$ cat config.mk
export PLATFORM = sky130hd
export DESIGN_NAME = lap3d_ctrl
export DESIGN_NICKNAME = d
export VERILOG_FILES = /design/src/lap3d_pkg.sv /design/src/lap3d_ctrl.sv
export SDC_FILE = /design/constraint.sdc
export NUM_CORES = 1
export LEC_CHECK = 0
export ABC_AREA = 1
export BUFFER_PORTS_ARGS = -buffer_cell sky130_fd_sc_hd__buf_2
export CAP_MARGIN = 10
export CORE_ASPECT_RATIO = 1.75
export CORE_UTILIZATION = 60
export DETAILED_ROUTE_END_ITERATION = 12
export MAX_ROUTING_LAYER = met4
export PLACE_DENSITY = 0.85
export SLEW_MARGIN = 20
export SYNTH_ARGS = -nofsm -noshare
export SYNTH_HDL_FRONTEND = slang
export SYNTH_SLANG_ARGS = --single-unit
$ cat constraint.sdc
create_clock -name i_clk -period 2.8 [get_ports i_clk]
set_input_delay 0.28 -clock i_clk [delete_from_list [all_inputs] [get_ports i_clk]]
set_output_delay 0.28 -clock i_clk [all_outputs]
set_load 0.1 [all_outputs]
$ cat src/lap3d_pkg.sv
package lap3d_pkg;

    // Width of the edge-length configuration input.
    localparam int CFG_W = 7;

    // Smallest edge length the block works with; smaller writes are raised to it.
    localparam int EDGE_MIN = 3;

    // Status of the item in the first pipeline stage.
    typedef struct packed {
        logic valid;
        logic last;
    } t_s1;

endpackage

$ cat src/lap3d_ctrl.sv
module lap3d_ctrl #(
    parameter int MAX_EDGE = 64
) (
    input  logic                                i_clk,
    input  logic                                i_rst_n,
    input  logic                                i_cfg_we,
    input  logic [lap3d_pkg::CFG_W-1:0]         i_cfg_data,
    input  logic                                i_in_valid,
    output logic                                o_in_ready,
    input  logic                                i_take,
    output logic                                o_accept,
    output logic [$clog2(MAX_EDGE*MAX_EDGE)-1:0] o_addr,
    output logic [$clog2(MAX_EDGE*MAX_EDGE)-1:0] o_addr_next,
    output logic [$clog2(MAX_EDGE*MAX_EDGE)-1:0] o_addr_down,
    output logic [$clog2(MAX_EDGE)-1:0]         o_col,
    output lap3d_pkg::t_s1                      o_s1,
    output logic [$clog2(MAX_EDGE)-1:0]         o_s1_plane,
    output logic [$clog2(MAX_EDGE)-1:0]         o_s1_row,
    output logic [$clog2(MAX_EDGE)-1:0]         o_s1_col
);
    import lap3d_pkg::*;

    localparam int IDX_W  = $clog2(MAX_EDGE);
    localparam int EDGE_W = $clog2(MAX_EDGE + 1);
    localparam int AW     = $clog2(MAX_EDGE * MAX_EDGE);

    logic [EDGE_W-1:0] r_edge;
    logic [IDX_W-1:0]  r_edge_m1;
    logic [IDX_W-1:0]  r_edge_m2;
    logic [IDX_W-1:0]  r_plane;
    logic [IDX_W-1:0]  r_row;
    logic [IDX_W-1:0]  r_col;
    logic [AW-1:0]     r_addr;
    logic              r_s1_valid;
    logic              r_s1_last;
    logic [IDX_W-1:0]  r_s1_plane;
    logic [IDX_W-1:0]  r_s1_row;
    logic [IDX_W-1:0]  r_s1_col;

    logic [EDGE_W-1:0] n_edge;
    logic [IDX_W-1:0]  n_plane;
    logic [IDX_W-1:0]  n_row;
    logic [IDX_W-1:0]  n_col;
    logic [AW-1:0]     n_addr;
    logic              col_end;
    logic              row_end;
    logic              interior;
    logic              last;
    logic              accept;

    always_comb begin
        priority if (i_cfg_data < CFG_W'(EDGE_MIN)) begin
            n_edge = EDGE_W'(EDGE_MIN);
        end else if (int'(i_cfg_data) > MAX_EDGE) begin
            n_edge = EDGE_W'(MAX_EDGE);
        end else begin
            n_edge = EDGE_W'(i_cfg_data);
        end
    end

    assign col_end = (r_col == r_edge_m1);
    assign row_end = (r_row == r_edge_m1);

    always_comb begin
        n_col   = r_col + IDX_W'(1);
        n_row   = r_row;
        n_plane = r_plane;
        n_addr  = r_addr + AW'(1);
        if (col_end) begin
            n_col = '0;
            if (row_end) begin
                n_row  = '0;
                n_addr = '0;
                n_plane = (r_plane == r_edge_m1) ? '0 : r_plane + IDX_W'(1);
            end else begin
                n_row = r_row + IDX_W'(1);
            end
        end
    end

    // The sample that completes a centre sits one plane above it.
    assign interior = (r_plane >= IDX_W'(2)) && (r_row != '0) && (r_row <= r_edge_m2)
                   && (r_col != '0) && (r_col <= r_edge_m2);
    assign last     = (r_plane == r_edge_m1) && (r_row == r_edge_m2) && (r_col == r_edge_m2);

    assign o_in_ready = !r_s1_valid || i_take;
    assign accept     = i_in_valid && o_in_ready;
    assign o_accept   = accept;

    always_ff @(posedge i_clk) begin
        if (!i_rst_n) begin
            r_edge     <= EDGE_W'(MAX_EDGE);
            r_edge_m1  <= IDX_W'(MAX_EDGE - 1);
            r_edge_m2  <= IDX_W'(MAX_EDGE - 2);
            r_plane    <= '0;
            r_row      <= '0;
            r_col      <= '0;
            r_addr     <= '0;
            r_s1_valid <= 1'b0;
        end else begin
            if (i_cfg_we) begin
                r_edge    <= n_edge;
                r_edge_m1 <= IDX_W'(n_edge - EDGE_W'(1));
                r_edge_m2 <= IDX_W'(n_edge - EDGE_W'(2));
                r_plane   <= '0;
                r_row     <= '0;
                r_col     <= '0;
                r_addr    <= '0;
            end else if (accept) begin
                r_plane <= n_plane;
                r_row   <= n_row;
                r_col   <= n_col;
                r_addr  <= n_addr;
            end
            if (accept) begin
                r_s1_valid <= interior;
            end else if (i_take) begin
                r_s1_valid <= 1'b0;
            end
        end
    end

    always_ff @(posedge i_clk) begin
        if (accept) begin
            r_s1_last  <= last;
            r_s1_plane <= r_plane - IDX_W'(1);
            r_s1_row   <= r_row;
            r_s1_col   <= r_col;
        end
    end

    assign o_addr      = r_addr;
    assign o_addr_next = n_addr;
    assign o_addr_down = r_addr + AW'(r_edge);
    assign o_col       = r_col;
    assign o_s1.valid  = r_s1_valid;
    assign o_s1.last   = r_s1_last;
    assign o_s1_plane  = r_s1_plane;
    assign o_s1_row    = r_s1_row;
    assign o_s1_col    = r_s1_col;

    a_pos_in_range: assert property (@(posedge i_clk) disable iff (!i_rst_n)
        (EDGE_W'(r_col) < r_edge) && (EDGE_W'(r_row) < r_edge) && (EDGE_W'(r_plane) < r_edge))
        else $error("position counter beyond edge length");

    a_addr_matches_pos: assert property (@(posedge i_clk) disable iff (!i_rst_n)
        32'(r_addr) == 32'(r_row) * 32'(r_edge) + 32'(r_col))
        else $error("plane address out of step with row and column");

    a_interior_enters_s1: assert property (@(posedge i_clk) disable iff (!i_rst_n)
        accept && interior |=> r_s1_valid)
        else $error("interior transfer did not enter the first stage");

endmodule

; ---- Word-level counts from Yosys, hierarchy flattened
; Index checks and enable logic that the tools add are counted.
[classes]
order_cmp = 5
add_sub_neg = 8
n_mul = 0
bitwise = 1
n_shift = 0
n_reduce_logical = 15
eq_ne = 5
n_mux = 9
div_mod_pow = 0
[op_table]
columns = cell, n
row1 = == test 6 bit, 5
row2 = two-way mux 12 bit, 2
row3 = adder 6 x 1 -> 6 bit (second input constant), 3
row4 = two-way mux 6 bit, 3
row5 = two-way mux 7 bit, 2
row6 = adder 12 x 1 -> 12 bit (second input constant), 1
row7 = adder 12 x 7 -> 12 bit, 1
row8 = less-or-equal comparator 6 bit, 2
row9 = nonzero test 6 bit, 2
row10 = subtractor 6 x 1 -> 6 bit (second input constant), 2
row11 = greater-than comparator 7 bit (second input constant), 1
row12 = logical AND 1 bit, 7
row13 = less-than comparator 7 x 2 -> 1 bit (second input constant), 1
row14 = >= comparator 6 x 2 -> 1 bit (second input constant), 1
row15 = subtractor 6 x 2 -> 6 bit (second input constant), 1
row16 = AND reduction 3 bit, 1
row17 = two-way mux 1 bit, 2
row18 = AND reduction 2 bit, 1
row19 = nonzero test 2 bit, 1
row20 = OR reduction 2 bit, 1
row21 = zero test 1 bit, 1
row22 = logical OR 1 bit, 1
row23 = inverter 1 bit, 1
[totals]
out_inout_bits = 64
elab_cells = 55
latch_bits = 0
rom_bits = 0
mem_count = 0
inputBits = 12
register_bits = 69
ram_bits = 0

; ---- Logic depth before layout (Yosys ltp)
[depth]
ltp_word = 6
depth_mapped = 10
ltp_nobuf = 10

; ---- Least setup slack after synthesis
; OpenSTA, ideal clock, no wires.
[synth_path]
path_kind = register to output
from = register r_addr[2] (netlist: o_addr[2])
to = output port o_addr_down[11]
t_arrival_ns = 3.435
path_stages_with_launch = 9
path_slack_ns = -0.915
cell_sequence = dfxtp_1 -> ha_1 -> nand2_1 -> nand2_1 -> a31o_2 -> nand2_1 -> nand2_1 -> nand2_1 -> xor2_1
[synth_via]
elab_chain_cells = 1
[synth_lines]
columns = item, line_no
row1 = from (decl), lap3d_ctrl.sv:33  ; logic [AW-1:0] r_addr;
row2 = from (signal assigned), lap3d_ctrl.sv:113  ; r_addr <= n_addr;
row3 = adder 12 x 7 -> 12 bit, lap3d_ctrl.sv:134  ; assign o_addr_down = r_addr + AW'(r_edge);
row4 = to (decl), lap3d_ctrl.sv:14  ; output logic [$clog2(MAX_EDGE*MAX_EDGE)-1:0] o_addr_down,
; Every way passes these cells.

; ---- Worst setup path after layout
[layout_path]
from = register r_addr[0] (netlist: o_addr[0])
to = output port o_addr_down[10]
; Same word-level chain as after synthesis.

==> out/results.tsv <==
stage	metric	value	unit
logic_synthesis	Mapped Area	0.00425	mm2
outcome	outcome	complete, no violations	
global_route	first-pass GRT wire length	17200	um
logic_synthesis	post-synth cell types	37	
setup_path	critical path's most frequent cell	nand3_1	
finish	Finished Layout Cells	734	
detailed_routing	Via density	5.45	
die	std cell rows	40	
logic_synthesis	register area share after synthesis	36.5	%
placed_design	placed cells	718	
sta	post-route minimum period	2.68	ns
global_route	pin count of the biggest net entering global routing	21	
global_route	antenna violations before repair	0	
power_and_ir_drop	total power	2.60	mW
sta	Hold Vio Cnt, Final	0	
setup_path	arrival time worst endpoint	2.40	ns
power_and_ir_drop	maximum vdd drop	0.453	mV
sta	Relative slew margins	63.3	%
clock_network	H-tree depth	3	
global_route	vias in the first global route	3888	
setup_path	Crit path required time	2.52	ns
clock_network	CTS tree	built	
sta	worst-margin pin slew	0.546	ns
detailed_routing	1st-iter DRT viols	241	
finish	multi-input logic area	0.00238	mm2
clock_network	CTS root buffer	clkbuf_16	
setup_path	CP Cell Sequence	ha_1, fa_2, nand3_1, o211ai_1, nand3_1, nand2_1, nand2_2, xor2_4, buf_12	
finish	layout cells sized above 1	23.5	%
sta	fin worst setup slack	0.123	ns
die	die area	0.00744	mm2
clock_network	Clock Latency Late Sink	0.34	ns
sta	Final period util	95.6	%
clock_network	CTS Hold Bufs	0	
detailed_routing	final wirelength	10800	um
setup_path	register-to-register setup slack	0.96	ns
clock_network	Clk pin slew, worst setup/hold paths	0.05	ns
finish	nets	687	
setup_path	Crit Path Max Fanout	5	
clock_network	TritonCTS buffer count	9	
placed_design	post-DP HPWL	8500	um
sta	endpoints failing setup	0	
logic_synthesis	syn_area_per_cell	7.49	um2
sta	Setup Skew	0.00693	ns
power_and_ir_drop	power density over cell area	509	mW/mm2
clock_network	CTS max path bufs	2	
setup_path	crit start category	flip-flop	
logic_synthesis	Syn Inst Count	568	
logic_synthesis	post-synth net total	610	
min_path	HP Class	input port to flip-flop	
flow_run	max_cap viols	0	
finish	Sequential cell area	0.00156	mm2
setup_path	critical path class	flip-flop to output port	
detailed_routing	Routed WL per cell	14.6	um
setup_path	slowest stage delay, CP	0.39	ns
global_route	total grt overflow	0	
die	Starting Density	62.0	%
power_and_ir_drop	leakage power	2.59	nW
sta	RSZ-0062 raised after global routing	no	
die	Die X	65.6	um
sta	max-slew violations	0	
sta	Peak Freq	0.374	GHz
finish	ant diodes	0	
setup_path	Crit. End Element	output port	
detailed_routing	Via Count	4002	
detailed_routing	Post-route DRC	0	
placed_design	placed inst area	0.00483	mm2
placed_design	gp weighted congestion	0.950	
die	Die H	113	um
detailed_routing	drt pass-1 iters	5	
global_route	gr usage total	32.0	%
finish	Layout area overhead	20.2	%
finish	design area	0.00511	mm2
placed_design	port buffer count	75	
detailed_routing	DRT antenna net count	0	
placed_design	pre-CTS setup slack	0.361	ns
setup_path	CP max-delay cell	fa_2	
die	core footprint	0.00686	mm2
logic_synthesis	synth warn	0	
logic_synthesis	synthesis-stage register bit count	68	
clock_network	CTS sink cnt	68	
finish	Fillers	525	
die	Top Ports	76	
==> worst max-delay path, delay by kind of cell (launching register included) <==
| kind | cells | cell delay, ns |
|---|---|---|
| AO/OA/AOI/OAI | 1 | 0.19 |
| buffers and inverters | 1 | 0.19 |
| XOR/XNOR | 1 | 0.17 |
| AND/OR/NAND/NOR | 4 | 0.54 |
| adder cells (fa/ha/maj) | 2 | 0.63 |
| flip-flops | 1 | 0.34 |
==> cell families (layout without fill, tap and decap cells) <==
family / after synthesis / after routing / synth area share (%)
and+or+nand+nor: 246 / 246 / 26.3
buffers and inverters: 104 / 186 / 10.2
AOI/OAI and AO/OA: 93 / 93 / 12.4
DFF: 68 / 68 / 36.5
adders and majority gates: 30 / 30 / 9.00
xor gates and xnor gates: 27 / 27 / 5.56
==> cells in the final DEF (no fill, tap or decap), drive strengths merged, types with 4 or more instances in the layout <==
| master | n |
|---|---|
| clkinv | 5 |
| clkbuf | 11 |
| a22oi | 4 |
| nand3 | 35 |
| nand4 | 12 |
| nand3b | 4 |
| inv | 91 |
| dfxtp | 49 |
| nor3 | 6 |
| a21o | 5 |
| nand2 | 139 |
| buf | 77 |
| xor2 | 26 |
| a21oi | 38 |
| ha | 29 |
| o21ai | 36 |
| edfxtp | 19 |
| nor2 | 50 |
==> registers in the layout (all words and copies together), names as in the netlist, 6 cells and up <==
signal      cells
o_addr         12
o_col           6
o_s1_row        6
o_s1_plane      6
r_edge          7
r_row           6
r_plane         6
o_s1_col        6
r_edge_m1       6
==> layer usage <==
| layer | track usage, % | part of all wire, % | vias up | wire (um) |
|---|---|---|---|---|
| met4 | 25.9 | 6.9 | 0 | 747 |
| met1 | 28.6 | 35 | 1806 | 3770 |
| met3 | 6.60 | 4.4 | 54 | 469 |
| met2 | 55.8 | 54 | 147 | 5770 |
| li1 | - | - | 1995 | - |
| met5 | - | 0 | - | 0 |
==> what timing repair did <==
item,CTS,global route
pin swaps,0,0
endpoints found under the setup margin,1,3
endpoints found under the hold margin,0,0
setup buffers,0,0
resized for setup,1,4
==> layout make-up <==
cell class	count	area share [%]
clock buffer	9	4.41
clock inverter	7	0.857
inverter	91	6.68
multi-input combinational	396	46.6
sequential	68	30.5
tap	84	2.06
timing repair buffer	79	8.91
==> cell usage after synthesis <==
library cell  number  share of area (%)
clkbuf_2           1               0.12
buf_4              2               0.35
inv_2             11               0.97
buf_2              4               0.47
o21bai_1           1               0.18
o211ai_1           3               0.53
nand2_4            2               0.53
nand3_1           29                3.4
edfxtp_1          19                 13
a22oi_1            4               0.71
nor2_1            42                3.7
fa_1               1               0.47
o2111ai_1          1               0.21
o21ai_0           36                4.2
a21oi_2            4               0.82
nand2_1          131                 12
xor2_1            26                5.4
dfxtp_1           49                 23
ha_1              29                8.5
nor2_2             6               0.88
nor3_1             6               0.71
a31o_2             2               0.41
nand3_2            6                1.4
o21a_1             1               0.18
nand2_2            6               0.88
a21o_1             5               0.88
o22ai_1            1               0.15
nand4_1           12                1.8
inv_1             80                7.1
buf_6              4                1.1
nor2_8             1               0.47
a21oi_1           34                4.0
nor2_4             1               0.26
a31oi_1            1               0.15
nand3b_1           4               0.71
clkbuf_1           2               0.18
xnor2_1            1               0.21
==> worst paths after layout <==
kind	startpoint	cells past startpoint	to
max reg2reg	r_s1_valid$_SDFFE_PN0P_	6	o_col[4]$_SDFFE_PP0P_
min	i_rst_n	2	r_edge_m2[4]$_SDFFE_PN1P_
min reg2reg	r_edge[2]$_SDFFE_PN0P_	2	r_edge[2]$_SDFFE_PN0P_
max	o_addr[0]$_SDFFE_PP0P_	9	o_addr_down[10]
==> metrics by stage <==
stage | util, % | hold WS [ns] | setup TNS (ns)
final | 74.6 | 0.210 | 0
after global routing | 74.6 | 0.209 | 0
after CTS | 74.4 | 0.203 | 0
after detailed placement | 70.5 | 0.464 | 0
after global placement | 70.5 | 0.456 | 0
after floorplan | - | 0.379 | -0.0890
==> power by group <==
| part | switching, mW | internal, mW |
|---|---|---|
| combinational | 0.416 | 0.109 |
| sequential | 0.0343 | 1.04 |
| clock | 0.409 | 0.592 |
| total | 0.859 | 1.75 |
Note: power is estimated with default switching activity, not from simulation.
