`src/lap3d_pkg.sv`:
```
package lap3d_pkg;

    // Width of the edge-length configuration input.
    localparam int CFG_W = 7;

    // Smallest edge length the block works with; smaller writes are raised to it.
    localparam int EDGE_MIN = 3;

    // Status of the item in the first pipeline stage.
    typedef struct packed {
        logic valid;
        logic last;
    } t_s1;

endpackage

```
`src/lap3d_sum.sv`:
```
module lap3d_sum #(
    parameter int MAX_EDGE    = 64,
    parameter int SAMPLE_BITS = 16
) (
    input  logic                            i_clk,
    input  logic                            i_rst_n,
    input  lap3d_pkg::t_s1                  i_s1,
    input  logic [$clog2(MAX_EDGE)-1:0]     i_plane,
    input  logic [$clog2(MAX_EDGE)-1:0]     i_row,
    input  logic [$clog2(MAX_EDGE)-1:0]     i_col,
    input  logic signed [SAMPLE_BITS-1:0]   i_sample,
    input  logic signed [SAMPLE_BITS-1:0]   i_centre,
    input  logic signed [SAMPLE_BITS-1:0]   i_back,
    input  logic signed [SAMPLE_BITS-1:0]   i_left,
    input  logic signed [SAMPLE_BITS-1:0]   i_right,
    input  logic signed [SAMPLE_BITS-1:0]   i_up,
    input  logic signed [SAMPLE_BITS-1:0]   i_down,
    output logic                            o_take,
    output logic                            o_out_valid,
    input  logic                            i_out_ready,
    output logic signed [SAMPLE_BITS+3:0]   o_laplacian,
    output logic [$clog2(MAX_EDGE)-1:0]     o_out_plane,
    output logic [$clog2(MAX_EDGE)-1:0]     o_out_row,
    output logic [$clog2(MAX_EDGE)-1:0]     o_out_column,
    output logic                            o_last_of_volume
);
    import lap3d_pkg::*;

    localparam int IDX_W = $clog2(MAX_EDGE);
    localparam int SA_W  = SAMPLE_BITS + 2;
    localparam int SB_W  = SAMPLE_BITS + 3;
    localparam int LAP_W = SAMPLE_BITS + 4;

    logic                    r_s2_valid;
    logic signed [SA_W-1:0]  r_sa;
    logic signed [SB_W-1:0]  r_sb;
    logic [IDX_W-1:0]        r_s2_plane;
    logic [IDX_W-1:0]        r_s2_row;
    logic [IDX_W-1:0]        r_s2_col;
    logic                    r_s2_last;
    logic                    r_o_valid;
    logic signed [LAP_W-1:0] r_o_lap;
    logic [IDX_W-1:0]        r_o_plane;
    logic [IDX_W-1:0]        r_o_row;
    logic [IDX_W-1:0]        r_o_col;
    logic                    r_o_last;

    logic signed [SA_W-1:0]  n_sa;
    logic signed [SB_W-1:0]  n_sb;
    logic signed [SB_W-1:0]  centre_x;
    logic                    s2_take;
    logic                    s3_take;

    assign s3_take = !r_o_valid || i_out_ready;
    assign s2_take = !r_s2_valid || s3_take;
    assign o_take  = s2_take;

    // Six times the centre as a sum of two shifts.
    assign centre_x = SB_W'(i_centre);
    assign n_sa = SA_W'(i_sample) + SA_W'(i_back) + SA_W'(i_left) + SA_W'(i_right);
    assign n_sb = SB_W'(i_up) + SB_W'(i_down) - ((centre_x <<< 2) + (centre_x <<< 1));

    always_ff @(posedge i_clk) begin
        if (!i_rst_n) begin
            r_s2_valid <= 1'b0;
            r_o_valid  <= 1'b0;
        end else begin
            if (s2_take) begin
                r_s2_valid <= i_s1.valid;
            end
            if (s3_take) begin
                r_o_valid <= r_s2_valid;
            end
        end
    end

    always_ff @(posedge i_clk) begin
        if (s2_take && i_s1.valid) begin
            r_sa       <= n_sa;
            r_sb       <= n_sb;
            r_s2_plane <= i_plane;
            r_s2_row   <= i_row;
            r_s2_col   <= i_col;
            r_s2_last  <= i_s1.last;
        end
        if (s3_take && r_s2_valid) begin
            r_o_lap   <= LAP_W'(r_sa) + LAP_W'(r_sb);
            r_o_plane <= r_s2_plane;
            r_o_row   <= r_s2_row;
            r_o_col   <= r_s2_col;
            r_o_last  <= r_s2_last;
        end
    end

    assign o_out_valid      = r_o_valid;
    assign o_laplacian      = r_o_lap;
    assign o_out_plane      = r_o_plane;
    assign o_out_row        = r_o_row;
    assign o_out_column     = r_o_col;
    assign o_last_of_volume = r_o_last;

    a_last_is_far_corner: assert property (@(posedge i_clk) disable iff (!i_rst_n)
        r_o_valid && r_o_last |-> (r_o_plane == r_o_row) && (r_o_row == r_o_col))
        else $error("last result is not on the far interior corner");

    a_result_is_interior: assert property (@(posedge i_clk) disable iff (!i_rst_n)
        r_o_valid |-> (r_o_plane != '0) && (r_o_row != '0) && (r_o_col != '0))
        else $error("result given for a boundary voxel");

endmodule

```
`config.mk`:
```
export PLATFORM = sky130hd
export DESIGN_NAME = lap3d_sum
export DESIGN_NICKNAME = d
export VERILOG_FILES = /design/src/lap3d_pkg.sv /design/src/lap3d_sum.sv
export SDC_FILE = /design/constraint.sdc
export NUM_CORES = 1
export LEC_CHECK = 0
export ABC_AREA = 1
export BUFFER_PORTS_ARGS = -buffer_cell sky130_fd_sc_hd__buf_4
export CELL_PAD_IN_SITES_DETAIL_PLACEMENT = 1
export CELL_PAD_IN_SITES_GLOBAL_PLACEMENT = 1
export CORE_MARGIN = 3
export CORE_UTILIZATION = 35
export DETAILED_ROUTE_END_ITERATION = 7
export PLACE_DENSITY_LB_ADDON = 0.1
export SYNTH_ARGS = -nofsm -noshare
export SYNTH_HDL_FRONTEND = slang
export SYNTH_SLANG_ARGS = --single-unit
```
`constraint.sdc`:
```
create_clock -name i_clk -period 5.2 [get_ports i_clk]
set_clock_uncertainty 0.05 [all_clocks]
set_input_delay 0.78 -clock i_clk [delete_from_list [all_inputs] [get_ports i_clk]]
set_output_delay 0.78 -clock i_clk [all_outputs]
set_load 0.01 [all_outputs]
```
Yosys cells after proc, flatten, opt, wreduce, memory -nomap -nowiden
Index checks and enable logic that the tools add are counted.
Operators by class
  add/sub/neg operators: 7
  reduce and logical (&&, ||, !) cells: 6
Operator list (count)
  16-bit by 16-bit adder with 17-bit output: 2
  18-bit by 19-bit adder with 20-bit output: 1
  18-bit by 17-bit adder with 19-bit output: 1
  17-bit by 19-bit subtractor with 19-bit output: 1
  17-bit by 16-bit adder with 18-bit output: 1
  18-bit by 16-bit adder with 18-bit output: 1
  1-bit logical AND: 2
  1-bit logical NOT: 2
  1-bit logical OR: 2
Word-level totals
  output and inout bits: 41
  bits of input ports: 135
  logic and storage cells: 26
  bits in registers: 97

Logic depth before layout (Yosys ltp)
Gate-level depths: netlist of the first run.
  word-level depth: 4
  gate-level depth with buffers: 16
  gate-level depth less buffers: 16

Worst setup path after synthesis of the first run
OpenSTA, ideal clock, no wires.
  path type: input -> register
  start: input port i_out_ready
  end: register r_o_lap[0] (netlist: o_laplacian[0]) (enable)
  arrival: 2.742 ns
  setup time: 0.448 ns
  data required time: 4.702 ns
  setup slack: 1.960 ns
  cell stages on the path: 2
  path buffers: 0
  cell sequence: inv_1 > a21oi_1
Between the ends
  word-level cells in the longest chain between the ends: 2
RTL lines
  start: declaration: RTL line lap3d_sum.sv:20  | input logic i_out_ready,
  1-bit logical OR: RTL line lap3d_sum.sv:54  | assign s3_take = !r_o_valid || i_out_ready;
  1-bit logical AND: RTL line lap3d_sum.sv:86  | if (s3_take && r_s2_valid) begin
  end signal: assignment: RTL line lap3d_sum.sv:87  | r_o_lap <= LAP_W'(r_sa) + LAP_W'(r_sb);
  end: declaration: RTL line lap3d_sum.sv:42  | logic signed [LAP_W-1:0] r_o_lap;
Every way passes these cells.
A chain may end at the register's enable or synchronous reset.

Final worst setup path of the first run
  start: input port i_sample[1]
  end: register r_sa[13] (data pin)
Between the ends
  word-level cells in the longest chain between the ends: 3
RTL lines
  start: declaration: RTL line lap3d_sum.sv:11  | input logic signed [SAMPLE_BITS-1:0] i_sample,
  16-bit by 16-bit adder with 17-bit output: RTL line lap3d_sum.sv:60  | assign n_sa = SA_W'(i_sample) + SA_W'(i_back) + SA_W'(i_left) + SA_W'(i_right);
  17-bit by 16-bit adder with 18-bit output: RTL line lap3d_sum.sv:60
  18-bit by 16-bit adder with 18-bit output: RTL line lap3d_sum.sv:60
  via n_sa[13]: RTL line lap3d_sum.sv:48  | logic signed [SA_W-1:0] n_sa;
  end signal: assignment: RTL line lap3d_sum.sv:79  | r_sa <= n_sa;
  end: declaration: RTL line lap3d_sum.sv:35  | logic signed [SA_W-1:0] r_sa;
The timed path passes the listed nets, and every way through them passes these cells.

==> results of run 1 <==
[critical path: stages]
cell and delay (ns):
buf_4 0.11, fa_1 0.58, fa_1 0.43, ha_1 0.27
fa_1 0.44, nand3_1 0.11, nand2_1 0.10, nand2_1 0.08
nand2_1 0.12, nand2_1 0.11, nand2_1 0.05, nand2_1 0.05
nand2_1 0.04
[per-layer routing]
metal / track usage / up-vias / wire, µm
met3: 0.0291 / 9 / 739
met4: 0.0242 / 0 / 109
li1: - / 3171 / -
met5: 0 / - / 0
met1: 0.201 / 2952 / 8450
met2: 0.267 / 119 / 9060
[flip-flops by register name, summed over array words and instances (netlist names)]
| signal | cells |
|---|---|
| o_out_row | 6 |
| r_sb | 19 |
| r_sa | 18 |
| o_out_column | 6 |
| r_s2_row | 6 |
| o_last_of_volume | 1 |
| o_out_valid | 1 |
| r_s2_col | 6 |
| o_out_plane | 6 |
| r_s2_valid | 1 |
| r_s2_plane | 6 |
| o_laplacian | 20 |
| r_s2_last | 1 |
[power by group through the flow]
stage                     registers, mW  logic, mW  clock network, mW
after floorplan                    1.29       1.70                  0
after global placement             1.31       2.39                  0
after detailed placement           1.31       2.44                  0
after CTS                          1.29       2.46              0.652
after global routing               1.30       2.82              0.685
final                              1.28       2.40              0.632
[final timing paths]
path                                            start                   endpoint  slack (ns)  cells past startpoint
worst max-delay path                      i_sample[1]         r_sa[13]$_DFFE_PP_        1.98                     13
worst min-delay path            r_s2_row[4]$_DFFE_PP_     o_out_row[4]$_DFFE_PP_        0.37                      0
worst max register to register      r_sa[0]$_DFFE_PP_  o_laplacian[16]$_DFFE_PP_        3.05                     11
worst min register to register  r_s2_row[4]$_DFFE_PP_     o_out_row[4]$_DFFE_PP_        0.37                      0
[per-stage QoR]
step / std cells / hold WS [ns]
after CTS: 1385 / 0.373
after global placement: 1369 / 0.350
after global routing: 1385 / 0.378
final: 1385 / 0.372
after detailed placement: 1369 / 0.355
after floorplan: 912 / 0.350
[area by class of cell]
cell class | count | area, µm² | share of cell area
clock buffers | 10 | 229 | 0.0232
flip-flops and latches | 97 | 2890 | 0.293
inverters | 238 | 893 | 0.0906
repair buffers | 177 | 1330 | 0.135
clock inverters | 6 | 51.3 | 0.00520
multi-input cells | 577 | 4120 | 0.417
well taps | 280 | 350 | 0.0355
[logic make-up after synthesis]
| kind of cell | count (synthesis) | synth area share |
|---|---|---|
| and+or+nand+nor | 359 | 0.188 |
| DFF | 97 | 0.367 |
| adders and majority gates | 122 | 0.256 |
| AOI/OAI and AO/OA | 67 | 0.0436 |
| buffers and inverters | 238 | 0.113 |
| xor gates and xnor gates | 29 | 0.0322 |
[layout by cell type (no fill, tap or decap), types with 3 or more instances in the layout]
cell type,count
nand2_2,4
edfxtp_1,95
ha_1,56
nor2_1,51
xnor2_1,5
xor2_1,24
nor2_2,4
and2_1,5
nand2_1,233
nor3_1,6
buf_4,177
inv_1,236
clkbuf_16,9
a21oi_1,48
nand3_1,48
nand3_2,4
clkinvlp_4,3
fa_1,66
o21ai_0,15
==> results.py, run 1 <==
metrics = {
    "drt": {
        "ant_nets": 0,
        "routed_via_density": 4.51,
        "drtIter0Drc": 204,
        "drc_errors": 0,
        "dr.pass1.iters": 6,
        "detail_route.wl_per_cell_um": 13.3,
        "vias": 6251,
        "drt_wl_total_um": 18400,
    },
    "synthesis": {
        "synth_area_mm2": 0.00789,
        "synth_edf_count": 95,
        "syn_avg_cell_area_um2": 8.65,
        "synth_top_area_share": 0.362,
        "ys_ff_latch": 97,
        "yosys.cell_types.count": 23,
        "synthArstFlopShare": 0,
        "synthCells": 912,
        "synthTopCellsByCount": "237 x inv_1, 233 x nand2_1, 95 x edfxtp_1",
        "synth_most_common_cell": "inv_1",
        "yosysWarningCount": 0,
        "synth_fp_nets": 1169,
        "yosys-top-cells-area": "edfxtp_1 36%, fa_1 17%, inv_1 11%",
        "yosysSeqAreaShare": 0.367,
        "synth_flop_cell": "edfxtp_1",
        "yosys.area.top_type": "edfxtp_1",
    },
    "clock_tree": {
        "cts_tree": "built",
        "cts_buffers": 9,
        "clock_latency_ns": 0.35,
        "postCtsHoldBufs": 0,
        "h-tree-depth": 3,
        "post-cts-setup-buffers": 0,
        "clk_pin_slew_ns": 0.07,
        "cts_resized": 0,
        "cts.path.max_buffers": 2,
        "clock_sinks": 97,
        "root_buffer": "clkbuf_16",
    },
    "finish": {
        "nFillCells": 2666,
        "final_util": 0.449,
        "area_growth_pct": 25.0,
        "fin_nets": 1357,
        "diodes": 0,
        "fin_area_mm2": 0.00986,
        "drive_gt1_frac": 0.189,
    },
    "global_routing": {
        "antenna_found_initial": 0,
        "first_global_vias": 6315,
        "grtUsageTotal": 0.152,
        "grt_max_degree": 57,
        "overflow": 0,
        "grt_pass1_wl_um": 29900,
    },
    "power_and_ir_drop": {
        "p_per_area_mw_per_mm2": 438,
        "p_clk_frac": 0.146,
        "internal-power_mw": 2.44,
        "peakVddDrop_uv": 187,
        "power.leakage_nw": 5.16,
        "comb_power_share": 0.557,
        "seqPwrFrac": 0.297,
        "swShare": 0.434,
        "switching_power_mw": 1.87,
        "total_power_mw": 4.32,
    },
    "floorplan": {
        "start_util": 0.359,
        "die_h_um": 156,
        "core_mm2": 0.0220,
        "die-area_mm2": 0.0244,
        "die_w_um": 156,
        "io_pins": 176,
        "rows": 54,
    },
    "place": {
        "pre_cts_ws_ns": 1.60,
        "port_buffers": 175,
        "dpl_cell_area_mm2": 0.00958,
        "gp_congestion": 0.807,
        "dp_hpwl_um": 15800,
    },
    "setup_path": {
        "path_class": "primary input to flip-flop",
        "endpoint_kind": "flip-flop",
        "startpoint_type": "primary input",
        "worstPathRequired_ns": 5.26,
        "critPathArrivalTime_ns": 3.28,
        "critical_path_peak_fanout": 3,
    },
    "sta": {
        "timing.fmax_mhz": 311,
        "finalSetupViolCount": 0,
        "fin_ws_ns": 1.98,
        "hold_violations": 0,
        "slew_headroom": 0.500,
        "timing.final.crit_period_ns": 3.22,
        "grt_setup_unrepaired": "no",
        "fin_crit_sh": 0.619,
        "slew_viol_final": 0,
        "setup-tns-final_ns": 0,
        "worst_pin_slew_ns": 0.750,
    },
    "flow_run": {
        "cap_violations": 0,
    },
    "hold_path": {
        "hp-class": "flip-flop to flip-flop",
    },
    "status": {
        "status": "finished clean",
    },
}
(Power assumes the default switching activity.)
==> inputs of run 2 (changes only) <==
- clock period: 5.2 -> 3.08 ns (I/O delays scaled with it)
==> run 2 against run 1 <==
Compared with the run above:
- first-iteration DRC count down 23%
- clock-buffer cell count up 2
- total power up 73%
- sequential share of layout area down 0.70 points
- largest power group unchanged
==> results.py, run 2 (synthesized netlist as in run 1, its figures left out) <==
metrics = {
    "status": {
        "status": "finished clean",
    },
    "drt": {
        "ant_nets": 0,
        "vias": 6333,
        "detail_route.wl_per_cell_um": 12.9,
        "drc_errors": 0,
        "drtIter0Drc": 157,
        "drt_wl_total_um": 18300,
        "dr.pass1.iters": 4,
        "routed_via_density": 4.47,
    },
    "sta": {
        "timing.final.crit_period_ns": 2.80,
        "slew_viol_final": 0,
        "slew_headroom": 0.620,
        "fin_crit_sh": 0.909,
        "hold_violations": 0,
        "setup-tns-final_ns": 0,
        "worst_pin_slew_ns": 0.570,
        "timing.fmax_mhz": 357,
        "grt_setup_unrepaired": "no",
        "finalSetupViolCount": 0,
    },
    "finish": {
        "diodes": 0,
        "fin_nets": 1388,
        "area_growth_pct": 28.0,
        "largest_reg_flops": 20,
        "nFillCells": 2666,
        "final_common_cell": "inv_1",
        "final_cell_mix": "236 x inv_1, 233 x nand2_1, 207 x buf_4, 95 x edfxtp_1, 66 x fa_1",
        "drive_gt1_frac": 0.210,
        "finalNonFillerCells": 1416,
    },
    "floorplan": {
        "die_h_um": 156,
        "start_util": 0.359,
        "die_w_um": 156,
        "core_mm2": 0.0220,
        "die-area_mm2": 0.0244,
        "rows": 54,
        "io_pins": 176,
    },
    "setup_path": {
        "endpoint_kind": "flip-flop",
        "cp_cell_sequence": "buf_4 -> fa_1 -> fa_1 -> ha_1 -> fa_1 -> nand3_1 -> nand2_1 -> nand2_1 -> nand2_1 -> nand2_1 -> nand2_1 -> nand2_1 -> nand2_1",
        "critical_path_peak_fanout": 3,
        "critPathMaxStageDelay_ns": 0.58,
        "path_class": "primary input to flip-flop",
        "path_common_cell": "nand2_1",
        "critPathArrivalTime_ns": 2.85,
        "cp_slowest_cell": "fa_1",
        "crit_family": "adder cells",
        "worstPathRequired_ns": 3.13,
        "path_buf_inv": 1,
        "startpoint_type": "primary input",
    },
    "power_and_ir_drop": {
        "p_clk_frac": 0.139,
        "p_per_area_mw_per_mm2": 739,
        "seqPwrFrac": 0.289,
        "swShare": 0.422,
        "internal-power_mw": 4.31,
        "switching_power_mw": 3.15,
        "comb_power_share": 0.572,
        "power.leakage_nw": 5.31,
        "peakVddDrop_uv": 274,
    },
    "clock_tree": {
        "postCtsHoldBufs": 0,
        "root_buffer": "clkbuf_16",
        "cts_tree": "built",
        "clock_latency_ns": 0.35,
        "cts_resized": 0,
        "clock_sinks": 97,
        "cts_buffers": 9,
        "post-cts-setup-buffers": 0,
        "h-tree-depth": 3,
        "clk_pin_slew_ns": 0.07,
        "cts.path.max_buffers": 2,
    },
    "global_routing": {
        "first_global_vias": 6493,
        "grtUsageTotal": 0.156,
        "antenna_found_initial": 0,
        "grt_pass1_wl_um": 30500,
        "overflow": 0,
        "grt_max_degree": 53,
    },
    "hold_path": {
        "hp-class": "primary input to flip-flop",
    },
    "place": {
        "dp_hpwl_um": 16000,
        "gp_congestion": 0.807,
        "dp.cells": 1400,
        "port_buffers": 175,
    },
    "flow_run": {
        "cap_violations": 0,
    },
}
## run 2: final cells by class
class	count	area, µm²	area share
multi-input combinational	577	4120	0.407
sequential	97	2890	0.286
timing repair buffer	208	1570	0.156
inverter	238	893	0.0884
tap	280	350	0.0347
clock buffer	12	246	0.0244
clock inverter	4	28.8	0.00285
## run 2: power by group through the flow
stage | Clock (mW) | Combinational, mW | Sequential [mW]
detailed placement | 0 | 4.33 | 2.21
floorplan | 0 | 2.88 | 2.17
global placement | 0 | 4.25 | 2.20
global route | 1.13 | 5.01 | 2.19
finish | 1.04 | 4.27 | 2.16
CTS | 1.07 | 4.37 | 2.18
## run 2: per-stage QoR
stage	util	hold slack, ns	area, µm²	worst slack (ns)	total power [mW]
5_1_grt	0.460	0.213	10100	0.0627	8.33
3_5_place_dp	0.448	0.356	9830	-0.107	6.54
4_1_cts	0.460	0.220	10100	0.265	7.62
2_1_floorplan	-	0.350	7890	0.158	5.05
3_3_place_gp	0.448	0.350	9830	-0.0731	6.45
6_report	0.460	0.238	10100	0.280	7.47
## run 2: path summary, 6_finish.rpt
path,to,cells after the start,from,slack (ns)
max reg2reg,o_laplacian[16]$_DFFE_PP_,11,r_sa[0]$_DFFE_PP_,0.97
min,r_s2_row[1]$_DFFE_PP_,1,i_row[1],0.24
max,r_sa[17]$_DFFE_PP_,13,i_sample[1],0.28
min reg2reg,o_out_column[0]$_DFFE_PP_,0,r_s2_col[0]$_DFFE_PP_,0.37
## run 2: metal layers
metal	vias to the layer above	part of all wire	GRT usage
li1	3246	-	-
met1	2973	0.46	0.202
met2	106	0.50	0.275
met3	8	0.039	0.0252
met4	0	0.0088	0.0325
met5	-	0	0
